==> config.mk <==
export PLATFORM = sky130hd
export DESIGN_NAME = kway_run_merger
export DESIGN_NICKNAME = d
export VERILOG_FILES = /design/src/design/kwm_pkg.sv /design/src/design/kway_run_merger.sv /design/src/design/kwm_head_ram.sv /design/src/design/kwm_min_track.sv
export VERILOG_INCLUDE_DIRS = /design/src /design/src/design
export SDC_FILE = /design/constraint.sdc
export NUM_CORES = 2
export LEC_CHECK = 0
export BUFFER_PORTS_ARGS = -buffer_cell sky130_fd_sc_hd__clkbuf_2
export CORE_AREA = 2 2 556 558
export CTS_CLUSTER_DIAMETER = 150
export DETAILED_ROUTE_END_ITERATION = 12
export DIE_AREA = 0 0 558 560
export MAX_ROUTING_LAYER = met4
export SLEW_MARGIN = 40
export SYNTH_ARGS = -nofsm -noshare
export SYNTH_HDL_FRONTEND = slang
export SYNTH_SLANG_ARGS = --single-unit
==> constraint.sdc <==
create_clock -name clk -period 19.35 [get_ports clk]
set_input_delay 3.87 -clock clk [delete_from_list [all_inputs] [get_ports clk]]
set_output_delay 3.87 -clock clk [all_outputs]
set_load 0.01 [all_outputs]
==> src/design/kway_run_merger_macros.svh <==
// Assertion macros for the merger's top-level RTL file.
`ifndef KWAY_RUN_MERGER_MACROS_SVH
`define KWAY_RUN_MERGER_MACROS_SVH

// The property must hold in the same cycle as the condition.
`define KWM_ASSERT_NOW(label, cond, prop) \
  label: assert property (@(posedge clk) disable iff (rst) (cond) |-> (prop)) \
    else $error("kway_run_merger: same-cycle check failed");

// The property must hold in the cycle after the condition.
`define KWM_ASSERT_NEXT(label, cond, prop) \
  label: assert property (@(posedge clk) disable iff (rst) (cond) |=> (prop)) \
    else $error("kway_run_merger: next-cycle check failed");

`endif

==> src/design/kwm_pkg.sv <==
// Types and constants shared by the k-way run merger modules.
package kwm_pkg;

  localparam int RUN_COUNT_W = 5;
  localparam int RUN_IDX_W   = 4;
  localparam int SEQ_W       = 32;
  localparam int POS_W       = 32;
  localparam int DATA_W      = 64;
  localparam int HEAD_W      = SEQ_W + POS_W + DATA_W;
  localparam int TDATA_W     = 136;

  localparam logic CMD_RECORD = 1'b0;
  localparam logic CMD_END    = 1'b1;

  typedef enum logic [2:0] {
    S_IDLE,
    S_CHECK,
    S_SCAN,
    S_DRAIN,
    S_OUT
  } st_t;

  typedef struct packed {
    logic clear;
    logic live;
    logic is_default;
  } trk_ctl_t;

endpackage

==> src/design/kway_run_merger.sv <==
// Top level of the k-way run merger: control, run flags and output register.
//
//   channel  | direction | tdata fields (low bit up)            | tuser
//   s_axis   | in        | run_index, seq_id, position, payload  | command
//   m_axis   | out       | refill_run, out_seq_id, out_position, | finished
//            |           | out_payload                           |
//   cfg      | in        | run_count written when cfg_wr_en high | -
//
// An ignored request leaves the block idle; one with no result goes from check to idle.
// One that yields a record runs check, a scan of the n active runs reading one head a cycle
// from the head store's single read port, drain and output; a finished one check and output.
// Reset clears the per-run flags at once; the head store needs no clearing pass.
// Input is taken only when no request is at work; a stalled result holds the block
// in its output state until the previous result is taken.
`include "kway_run_merger_macros.svh"

module kway_run_merger import kwm_pkg::*; #(
  parameter int MAX_RUNS = 16
) (
  input  logic                   clk,
  input  logic                   rst,
  input  logic                   s_axis_tvalid,
  output logic                   s_axis_tready,
  // run_index[3:0], seq_id[35:4], position[67:36], payload[131:68], zero pad
  input  logic [TDATA_W-1:0]     s_axis_tdata,
  // command[0]
  input  logic [0:0]             s_axis_tuser,
  output logic                   m_axis_tvalid,
  input  logic                   m_axis_tready,
  // refill_run[3:0], out_seq_id[35:4], out_position[67:36], out_payload[131:68]
  output logic [TDATA_W-1:0]     m_axis_tdata,
  // finished[0]
  output logic [0:0]             m_axis_tuser,
  input  logic                   cfg_wr_en,
  input  logic [RUN_COUNT_W-1:0] cfg_wr_data
);

  localparam int RW  = $clog2(MAX_RUNS);
  localparam int NW  = $clog2(MAX_RUNS + 1);
  localparam int CNW = (NW > RUN_COUNT_W) ? NW : RUN_COUNT_W;

  st_t st, st_next;

  logic [RUN_COUNT_W-1:0] run_count;
  logic [CNW-1:0]         n;
  logic [MAX_RUNS-1:0]    mask;
  logic [MAX_RUNS-1:0]    head_full;
  logic [MAX_RUNS-1:0]    run_ended;
  logic [RW-1:0]          default_run;

  logic                   in_cmd;
  logic [RUN_IDX_W-1:0]   in_run;
  logic [RW-1:0]          in_ridx;
  logic [SEQ_W-1:0]       in_seq;
  logic [POS_W-1:0]       in_pos;
  logic [DATA_W-1:0]      in_data;
  logic                   in_ok;
  logic                   in_accept;

  logic                   last_end;
  logic                   out_fin;
  logic                   out_load;
  logic [CNW-1:0]         cnt;
  logic                   rd_live;
  logic [RW-1:0]          rd_idx;

  logic                   hi_found;
  logic [RW-1:0]          hi_idx;
  logic [RW-1:0]          dflt_eff;
  logic                   all_ended;
  logic                   ready;
  logic                   any_full;

  logic                   ram_we;
  logic                   ram_re;
  logic [HEAD_W-1:0]      ram_rdata;
  logic                   trk_clear;
  trk_ctl_t               trk_ctl;
  logic [RW-1:0]          best_idx;
  logic [SEQ_W-1:0]       best_seq;
  logic [POS_W-1:0]       best_pos;
  logic [DATA_W-1:0]      best_data;

  logic [RUN_IDX_W-1:0]   o_refill;
  logic [SEQ_W-1:0]       o_seq;
  logic [POS_W-1:0]       o_pos;
  logic [DATA_W-1:0]      o_data;
  logic                   o_fin;

  assign in_cmd  = s_axis_tuser[0];
  assign in_run  = s_axis_tdata[3:0];
  assign in_seq  = s_axis_tdata[35:4];
  assign in_pos  = s_axis_tdata[67:36];
  assign in_data = s_axis_tdata[131:68];
  assign in_ridx = RW'(in_run);

  always_ff @(posedge clk) begin
    if (rst) begin
      run_count <= RUN_COUNT_W'(1);
    end else if (cfg_wr_en) begin
      run_count <= cfg_wr_data;
    end
  end

  // A count of zero acts as one run, a count above the storage acts as all of it.
  always_comb begin
    if (run_count == '0) begin
      n = CNW'(1);
    end else if (CNW'(run_count) > CNW'(MAX_RUNS)) begin
      n = CNW'(MAX_RUNS);
    end else begin
      n = CNW'(run_count);
    end
  end

  always_comb begin
    for (int i = 0; i < MAX_RUNS; i++) begin
      mask[i] = (CNW'(i) < n);
    end
  end

  assign in_ok     = (CNW'(in_run) < n) && !head_full[in_ridx] && !run_ended[in_ridx];
  assign in_accept = s_axis_tvalid && s_axis_tready;

  // Highest active run that has not ended, for the default after an end mark.
  always_comb begin
    hi_found = 1'b0;
    hi_idx   = '0;
    for (int i = 0; i < MAX_RUNS; i++) begin
      if (mask[i] && !run_ended[i]) begin
        hi_found = 1'b1;
        hi_idx   = RW'(i);
      end
    end
  end

  assign dflt_eff  = (last_end && hi_found) ? hi_idx : default_run;
  assign all_ended = &(run_ended | ~mask);
  assign ready     = &(head_full | run_ended | ~mask);
  assign any_full  = |(head_full & mask);

  always_ff @(posedge clk) begin
    if (rst) begin
      st <= S_IDLE;
    end else begin
      st <= st_next;
    end
  end

  always_comb begin
    st_next       = st;
    s_axis_tready = 1'b0;
    out_load      = 1'b0;
    ram_re        = 1'b0;
    trk_clear     = 1'b0;
    unique case (st)
      S_IDLE: begin
        s_axis_tready = 1'b1;
        if (s_axis_tvalid && in_ok) begin
          st_next = S_CHECK;
        end
      end
      S_CHECK: begin
        if (all_ended) begin
          st_next = S_OUT;
        end else if (ready && any_full) begin
          st_next   = S_SCAN;
          trk_clear = 1'b1;
        end else begin
          st_next = S_IDLE;
        end
      end
      S_SCAN: begin
        ram_re = 1'b1;
        if (cnt == n - CNW'(1)) begin
          st_next = S_DRAIN;
        end
      end
      S_DRAIN: begin
        st_next = S_OUT;
      end
      S_OUT: begin
        if (!m_axis_tvalid || m_axis_tready) begin
          out_load = 1'b1;
          st_next  = S_IDLE;
        end
      end
      default: begin
        st_next = S_IDLE;
      end
    endcase
  end

  assign trk_ctl.clear      = trk_clear;
  assign trk_ctl.live       = rd_live;
  assign trk_ctl.is_default = (rd_idx == default_run);

  always_ff @(posedge clk) begin
    if (rst) begin
      head_full   <= '0;
      run_ended   <= '0;
      default_run <= '0;
      last_end    <= 1'b0;
      out_fin     <= 1'b0;
      cnt         <= '0;
      rd_live     <= 1'b0;
    end else begin
      rd_live <= (st == S_SCAN) && head_full[cnt[RW-1:0]];
      if (in_accept && in_ok) begin
        last_end <= (in_cmd == CMD_END);
        if (in_cmd == CMD_RECORD) begin
          head_full[in_ridx] <= 1'b1;
        end else begin
          run_ended[in_ridx] <= 1'b1;
        end
      end
      if (st == S_CHECK) begin
        default_run <= dflt_eff;
        out_fin     <= all_ended;
        cnt         <= '0;
      end
      if (st == S_SCAN) begin
        cnt <= cnt + CNW'(1);
      end
      if (out_load && !out_fin) begin
        head_full[best_idx] <= 1'b0;
        default_run         <= best_idx;
      end
    end
  end

  always_ff @(posedge clk) begin
    rd_idx <= cnt[RW-1:0];
  end

  assign ram_we = in_accept && in_ok && (in_cmd == CMD_RECORD);

  kwm_head_ram #(
    .DEPTH (MAX_RUNS),
    .AW    (RW)
  ) u_head_ram (
    .clk   (clk),
    .we    (ram_we),
    .waddr (in_ridx),
    .wdata ({in_data, in_pos, in_seq}),
    .re    (ram_re),
    .raddr (cnt[RW-1:0]),
    .rdata (ram_rdata)
  );

  kwm_min_track #(
    .AW (RW)
  ) u_min_track (
    .clk       (clk),
    .rst       (rst),
    .ctl       (trk_ctl),
    .idx       (rd_idx),
    .rd_seq    (ram_rdata[SEQ_W-1:0]),
    .rd_pos    (ram_rdata[SEQ_W+POS_W-1:SEQ_W]),
    .rd_data   (ram_rdata[HEAD_W-1:SEQ_W+POS_W]),
    .best_idx  (best_idx),
    .best_seq  (best_seq),
    .best_pos  (best_pos),
    .best_data (best_data)
  );

  always_ff @(posedge clk) begin
    if (rst) begin
      m_axis_tvalid <= 1'b0;
    end else if (out_load) begin
      m_axis_tvalid <= 1'b1;
    end else if (m_axis_tready) begin
      m_axis_tvalid <= 1'b0;
    end
  end

  always_ff @(posedge clk) begin
    if (out_load) begin
      if (out_fin) begin
        o_refill <= '0;
        o_seq    <= '0;
        o_pos    <= '0;
        o_data   <= '0;
        o_fin    <= 1'b1;
      end else begin
        o_refill <= RUN_IDX_W'(best_idx);
        o_seq    <= best_seq;
        o_pos    <= best_pos;
        o_data   <= best_data;
        o_fin    <= 1'b0;
      end
    end
  end

  assign m_axis_tdata = {4'b0000, o_data, o_pos, o_seq, o_refill};
  assign m_axis_tuser = o_fin;

  `KWM_ASSERT_NOW(a_finish_carries_no_record, m_axis_tvalid && m_axis_tuser[0], m_axis_tdata == '0)
  `KWM_ASSERT_NEXT(a_emitted_head_released, out_load && !out_fin, !head_full[$past(best_idx)])
  `KWM_ASSERT_NEXT(a_flags_hold_during_scan, st == S_SCAN, $stable(head_full))

endmodule

==> src/design/kwm_head_ram.sv <==
// Head store: one entry per run, one write and one registered read port.
module kwm_head_ram import kwm_pkg::*; #(
  parameter int DEPTH = 16,
  parameter int AW    = 4
) (
  input  logic              clk,
  input  logic              we,
  input  logic [AW-1:0]     waddr,
  input  logic [HEAD_W-1:0] wdata,
  input  logic              re,
  input  logic [AW-1:0]     raddr,
  output logic [HEAD_W-1:0] rdata
);

  logic [HEAD_W-1:0] mem [DEPTH];

  always_ff @(posedge clk) begin
    if (we) begin
      mem[waddr] <= wdata;
    end
  end

  always_ff @(posedge clk) begin
    if (re) begin
      rdata <= mem[raddr];
    end
  end

endmodule

==> src/design/kwm_min_track.sv <==
// Running minimum over the heads streamed out of the head store.
module kwm_min_track import kwm_pkg::*; #(
  parameter int AW = 4
) (
  input  logic              clk,
  input  logic              rst,
  input  trk_ctl_t          ctl,
  input  logic [AW-1:0]     idx,
  input  logic [SEQ_W-1:0]  rd_seq,
  input  logic [POS_W-1:0]  rd_pos,
  input  logic [DATA_W-1:0] rd_data,
  output logic [AW-1:0]     best_idx,
  output logic [SEQ_W-1:0]  best_seq,
  output logic [POS_W-1:0]  best_pos,
  output logic [DATA_W-1:0] best_data
);

  logic have;
  logic take;
  logic [SEQ_W+POS_W-1:0] key;
  logic [SEQ_W+POS_W-1:0] best_key;

  assign key      = {rd_seq, rd_pos};
  assign best_key = {best_seq, best_pos};

  // Heads arrive in ascending index order, so a strict compare keeps the lowest
  // index among equal keys; the default run still takes an equal key over.
  assign take = ctl.live &&
                (!have || (key < best_key) || ((key == best_key) && ctl.is_default));

  always_ff @(posedge clk) begin
    if (rst) begin
      have <= 1'b0;
    end else if (ctl.clear) begin
      have <= 1'b0;
    end else if (take) begin
      have <= 1'b1;
    end
  end

  always_ff @(posedge clk) begin
    if (take) begin
      best_idx  <= idx;
      best_seq  <= rd_seq;
      best_pos  <= rd_pos;
      best_data <= rd_data;
    end
  end

endmodule
; Word-level counts from Yosys, hierarchy flattened
; Memory sizes are Yosys's and may differ from the RTL's. A register that Yosys moved wholly into a read port is not among the register bits.
; Cells that the tools add are included.
[word_totals]
regBits = 323
mem_bits_rw = 2048
input_bits = 147
output_inout_bits = 139
elab_cells = 205
memories = 1
[memory_table]
columns = memory, words, word_bits, rd, rd_ports_with_merged_regs, wr, line
row1 = u_head_ram.mem, 16, 128, 1, 1, 1, kwm_head_ram.sv:15  ; logic [HEAD_W-1:0] mem [DEPTH];
[classes]
add_sub_neg = 2
n_lt_le_gt_ge = 24
n_eq_ne = 10
mux = 70
n_bitwise = 10
reduce_logical = 67
[ops]
columns = op, n
row1 = 16-bit bitwise OR, 5
row2 = 4-bit two-way mux, 17
row3 = 64-bit equality test, 1
row4 = 64-bit less-than comparator, 1
row5 = 16-bit two-way mux, 4
row6 = "4-bit by 5-bit less-than comparator with 1-bit output, first input constant", 8
row7 = 1-bit two-way mux, 34
row8 = 16-bit bitwise AND, 2
row9 = 16-bit NOT, 2
row10 = 16-bit AND reduction, 2
row11 = 1-bit logical AND, 30
row12 = 1-bit zero test, 21
row13 = "3-bit by 5-bit less-than comparator with 1-bit output, first input constant", 4
row14 = 5-bit two-way mux, 4
row15 = 16-bit OR reduction, 1
row16 = "4-bit by 5-bit less-than comparator with 1-bit output, second input constant", 3
row17 = 3-bit one-hot mux with 5 select lines, 1
row18 = 1-bit binary-select mux with 4-bit select, 3
row19 = 3-bit two-way mux, 4
row20 = "1-bit by 5-bit less-than comparator with 1-bit output, first input constant", 2
row21 = "2-bit by 5-bit less-than comparator with 1-bit output, first input constant", 2
row22 = 1-bit demux with 4-bit select, 2
row23 = "4-bit by 1-bit greater-or-equal comparator with 1-bit output, second input constant", 2
row24 = 2-bit nonzero test, 4
row25 = other kinds (18), 24

; Longest topological paths before layout
[logic_depth]
ltp_word = 25
ltp_mapped = 13
depth_no_buf = 10

; By module
; A second synthesis with hierarchy kept.
[hier_totals]
cells_unflattened = 4432
hier_area_um2 = 94698.3
[modules_own_cells]
columns = mod, n_inst, cells_per_inst, area_each_um2
row1 = kwm_head_ram, 1, 3365, 80612.3
row2 = kway_run_merger, 1, 703, 8434.3
row3 = kwm_min_track, 1, 364, 5651.7

; Worst setup path after synthesis
; No wires, ideal clock.
[synth_timing]
path_kind = input-to-reg
startpoint = in s_axis_tdata[3]
endpoint = mem u_head_ram.mem[10][0] (netlist name), enable pin
setup_time_ns = 0.775
arrival_time_ns = 13.950
required_ns = 18.575
slack_ns = 4.625
stages = 7
path_buffers = 1
path_cell_list = ha_1 -> a21oi_1 -> o21ai_0 -> a211oi_1 -> o2111ai_2 -> buf_2 -> nor3_1
[synth_via]
elab_chain_len = 9
elab_cells_between_ends = 13
cone_classes = order compare: 1 / mux: 6 / reduce/logical: 6
[synth_lines]
columns = element, line
row1 = from (decl), kway_run_merger.sv:25  ; input logic [TDATA_W-1:0] s_axis_tdata,
row2 = 1-bit binary-select mux with 4-bit select, kway_run_merger.sv:122  ; assign in_ok = (CNW'(in_run) < n) && !head_full[in_ridx] && !run_ended[in_ridx];
row3 = 1-bit two-way mux (not written as such), kway_run_merger.sv:122
row4 = 1-bit zero test, kway_run_merger.sv:122
row5 = 1-bit logical AND (2 in a row), kway_run_merger.sv:122
row6 = 1-bit logical AND (2 in a row), kway_run_merger.sv:236  ; assign ram_we = in_accept && in_ok && (in_cmd == CMD_RECORD);
row7 = 1-bit two-way mux, kwm_head_ram.sv:18  ; if (we) begin
row8 = 1-bit two-way mux (not written as such), kwm_head_ram.sv:19  ; mem[waddr] <= wdata;
row9 = to (decl), kwm_head_ram.sv:15
; Several ways; a longest one is shown, not always the timed one. The select of a mux whose other input is x is not followed.

; Final worst setup path
[layout_timing]
startpoint = in s_axis_tdata[3]
endpoint = mem u_head_ram.mem[0][43] (netlist name), enable pin
; The elaborated chain is that of the path after synthesis.

==> impl_metrics.toml <==
[worst_setup_path]
depth_of_the_worst_register_to_register_path = 10
crit_family = "buffers and inverters"
path_class = "input pin to flip-flop"
cp_data_required_time_ps = 19820
crit_chain = "clkbuf_2 > ha_1 > a21oi_1 > o21ai_0 > a211oi_1 > o2111ai_4 > nor3_2 > buf_6 > buf_6 > buf_4"
launch_point_of_the_critical_path = "s_axis_tdata[3]"
setup.reg_to_reg.worst_slack_ps = 14020
crit_arrival_ps = 7980
cp_capture_point = "u_head_ram.mem[0][43]"
timing.critical_path.fanout_max = 38
critical_path.slowest_cell = "sky130_fd_sc_hd__buf_6"
critPathMostFrequentCell = "sky130_fd_sc_hd__buf_6"
critical_path.startpoint_type = "input pin"
critPathCaptureType = "flip-flop"
cpPeakStageDelay_ps = 630
worst_r2r_endpoint = "u_head_ram.mem[0][43]"
regToRegStartpoint = "run_count[3]"
worst-path-stages = 10
critical_path_buf_inv_count = 4

[global_route]
antenna_found_initial = 57
global_route_usage_over_all_layers_pct = 15.20
pin_count_of_the_biggest_net_entering_global_routing = 92
global_route.overflow_total = 0
grt_pass1_wl_um = 334100
first_global_vias = 45489

[logic_synthesis]
yosys.cell_types.count = 75
number_of_synthesized_flops_with_an_enable_pin = 2441
avgSynthCellArea_um2 = 22.82
post_synth_inst_count = 4139
ys_async_sr_fraction_pct = 0
syn-cell-area_um2 = 94470
synth-main-ff-cell = "sky130_fd_sc_hd__edfxtp_1"
ys_seq_area_share_pct = 78.82
yosys_register_bits = 2499
synth_warnings = 0

[clocking]
clock_latency_ps = 890
holdBufCountCts = 0
clock-root-buffer = "sky130_fd_sc_hd__clkbuf_16"
cts_buffers = 236
clock_path_buffers = 4
clkSlewWorstSetupHoldPaths_ps = 60
clock_sink_count = 2499
postCtsSetupBuffers = 0
h_tree_depth_reported_by_cts = 4
cts.repair.resized = 0
tritoncts = "yes"

[sta]
measured_slew_at_the_worst_slew_check_pin_ps = 875.8
hold_violations = 0
accumulated_negative_setup_slack_ps = 0
slew_headroom_pct = 40.10
fin_crit_sh_pct = 38.81
grt_setup_unrepaired = "no"
postLayoutSetupSlackWorst_ps = 11840
timing.final.crit_period_ps = 7510
max_freq_mhz = 133.2
clock_skew_ps = 64.76
timing.final.max_slew_violations = 0
finalSetupViolations = 0

[power_and_ir_drop]
share_of_total_power_in_sequential_cells_pct = 55.8
pwr_density_cell_nw_per_um2 = 97.49
net-switching-power_mw = 2.100
irDropWorstVdd_v = 0.00008372
leakagePower_nw = 33.29
power_mw = 10.66
relative_contribution_of_the_clock_network_to_total_power_pct = 42.8
power.share.combinational_pct = 1.4
intPower_mw = 8.558
netSwitchingFraction_pct = 19.71

[detailed_routing]
ant_nets_after_route = 0
firstDrtPassIters = 5
avgViaCountPerCell = 4.903
drt-wirelength-per-cell_um = 26.30
detail_route.drc_violations = 0
drtIter0Drc = 3692
vias = 43600
drt_wl_total_um = 233900

[floorplan]
fp.coreArea_um2 = 307100
die_area_um2 = 312500
fp.dieH_um = 560
std_cell_rows = 204
io_pins = 286
initial_core_util_pct = 30.77
chipWidth_um = 558

[placed_design]
io_buffers = 277
postPlaceCellArea_um2 = 101600
place.detailed.instances = 8432
dp_worst_setup_slack_ps = 11010
gp_routability_congestion = 0.8062
dp_hpwl_um = 124100

[hold_path]
hold_path.startpoint = "u_head_ram.rdata[84]"
path_class_of_the_lowest_slack_min_delay_path = "flip-flop to flip-flop"

[job]
cap_viol_max_count = 0

[final_layout]
layout.nets = 4770
final_common_cell = "sky130_fd_sc_hd__edfxtp_1"
area_growth_syn_to_layout_pct = 15.73
layout_common_cells = "sky130_fd_sc_hd__edfxtp_1 (2,441), sky130_fd_sc_hd__mux4_2 (625), sky130_fd_sc_hd__clkbuf_2 (277)"
post_route_cells_drive_above_1_share_pct = 28.73
post_layout_nonfiller_instances = 8892
final_design_instance_area_without_fill_um2 = 109300
n_fill_cell = 27991

[run_status]
outcome = "completed"
-- routing by layer --
layer / vias to the layer above / wire length [µm] / GRT usage [%]
li1: 18273 / - / -
met1: 23642 / 98060 / 19.56
met2: 1302 / 116100 / 24.81
met3: 383 / 14600 / 2.989
met4: 0 / 5123 / 3.524
met5: - / 0 / -
-- flip-flops by register name (all words and copies together) (netlist names), 3 cells and up --
name / count
o_pos: 32
o_seq: 32
o_data: 64
rd_idx: 4
run_count: 5
cnt: 5
u_min_track.best_pos: 32
u_min_track.best_data: 64
run_ended: 16
u_min_track.best_seq: 32
u_head_ram.rdata: 128
default_run: 4
o_refill: 4
st: 3
u_min_track.best_idx: 4
u_head_ram.mem: 2048
head_full: 16
-- worst min-delay path by stage --
stage / end / slack [ps] / depth (start not counted)
finish: u_min_track.best_data[20] / 370 / 0
global route: u_min_track.best_data[20] / 380 / 0
CTS: u_min_track.best_data[20] / 360 / 0
detailed placement: u_min_track.best_data[33] / 400 / 0
global placement: u_min_track.best_data[14] / 400 / 0
floorplan: rd_idx[3] / 330 / 0
-- through the flow --
stage          hold WS [ps]  utilization, %
6_report              372.5           35.60
5_1_grt               382.9           35.60
4_1_cts               364.6           35.55
3_5_place_dp          404.5           33.10
3_3_place_gp          404.8           32.93
2_1_floorplan         329.0               -
-- layout make-up --
cell class              count  area, µm²  area share, %
repair buffers            370       2733          2.499
clock buffers             277       6060          5.543
well taps                4120       5155          4.715
diodes                     34      85.08        0.07782
multi-input cells        1366      19040          17.42
clock inverters           146       1465          1.340
flip-flops and latches   2499      74480          68.13
inverters                  80      307.8         0.2815
-- synth_stat cells, types with 4 or more instances --
cell type	number	area (µm²)
sky130_fd_sc_hd__nand2_1	40	150.1
sky130_fd_sc_hd__xor2_1	5	43.79
sky130_fd_sc_hd__nand4_1	14	87.58
sky130_fd_sc_hd__nor2b_1	97	606.8
sky130_fd_sc_hd__a221oi_1	5	43.79
sky130_fd_sc_hd__nor2_1	136	510.5
sky130_fd_sc_hd__dfxtp_1	58	1161
sky130_fd_sc_hd__nand2b_1	11	68.82
sky130_fd_sc_hd__o211ai_1	4	30.03
sky130_fd_sc_hd__nor4_1	5	31.28
sky130_fd_sc_hd__o221ai_1	4	35.03
sky130_fd_sc_hd__nand3_1	14	70.07
sky130_fd_sc_hd__buf_4	4	30.03
sky130_fd_sc_hd__a21o_1	5	37.54
sky130_fd_sc_hd__o32ai_1	4	35.03
sky130_fd_sc_hd__mux2i_1	25	250.2
sky130_fd_sc_hd__nor3_1	30	150.1
sky130_fd_sc_hd__or3_1	4	25.02
sky130_fd_sc_hd__and2_1	7	43.79
sky130_fd_sc_hd__and3_1	11	68.82
sky130_fd_sc_hd__o21ai_1	4	20.02
sky130_fd_sc_hd__xnor2_1	5	43.79
sky130_fd_sc_hd__ha_1	70	875.8
sky130_fd_sc_hd__o22ai_1	4	25.02
sky130_fd_sc_hd__clkbuf_1	107	401.6
sky130_fd_sc_hd__buf_1	57	214.0
sky130_fd_sc_hd__a211oi_1	37	277.8
sky130_fd_sc_hd__o21a_1	20	150.1
sky130_fd_sc_hd__buf_2	28	140.1
sky130_fd_sc_hd__a2111oi_0	4	35.03
sky130_fd_sc_hd__a21oi_1	64	320.3
sky130_fd_sc_hd__o21ai_0	30	150.1
sky130_fd_sc_hd__inv_1	78	292.8
sky130_fd_sc_hd__edfxtp_1	2441	73300
sky130_fd_sc_hd__a31oi_1	22	137.6
sky130_fd_sc_hd__o21bai_1	6	45.04
sky130_fd_sc_hd__mux4_2	625	14080
-- kinds of logic after synthesis --
kind of cell    share of synthesized area (%)
buf+inv                                 1.162
compound gates                          1.706
other cells                          0.003969
mux                                     15.16
flops                                   78.82
fa+ha+maj                              0.9271
simple gates                            2.124
xor+xnor                              0.09271
-- power by group through the flow --
stage | clock network [mW] | logic (mW) | registers [mW]
detailed placement | 0 | 0.153 | 6.06
CTS | 4.67 | 0.153 | 5.95
finish | 4.56 | 0.152 | 5.95
global placement | 0 | 0.143 | 6.06
floorplan | 0 | 0.0576 | 6.07
global route | 4.86 | 0.168 | 5.95
Note: power is estimated with default switching activity, not from simulation.
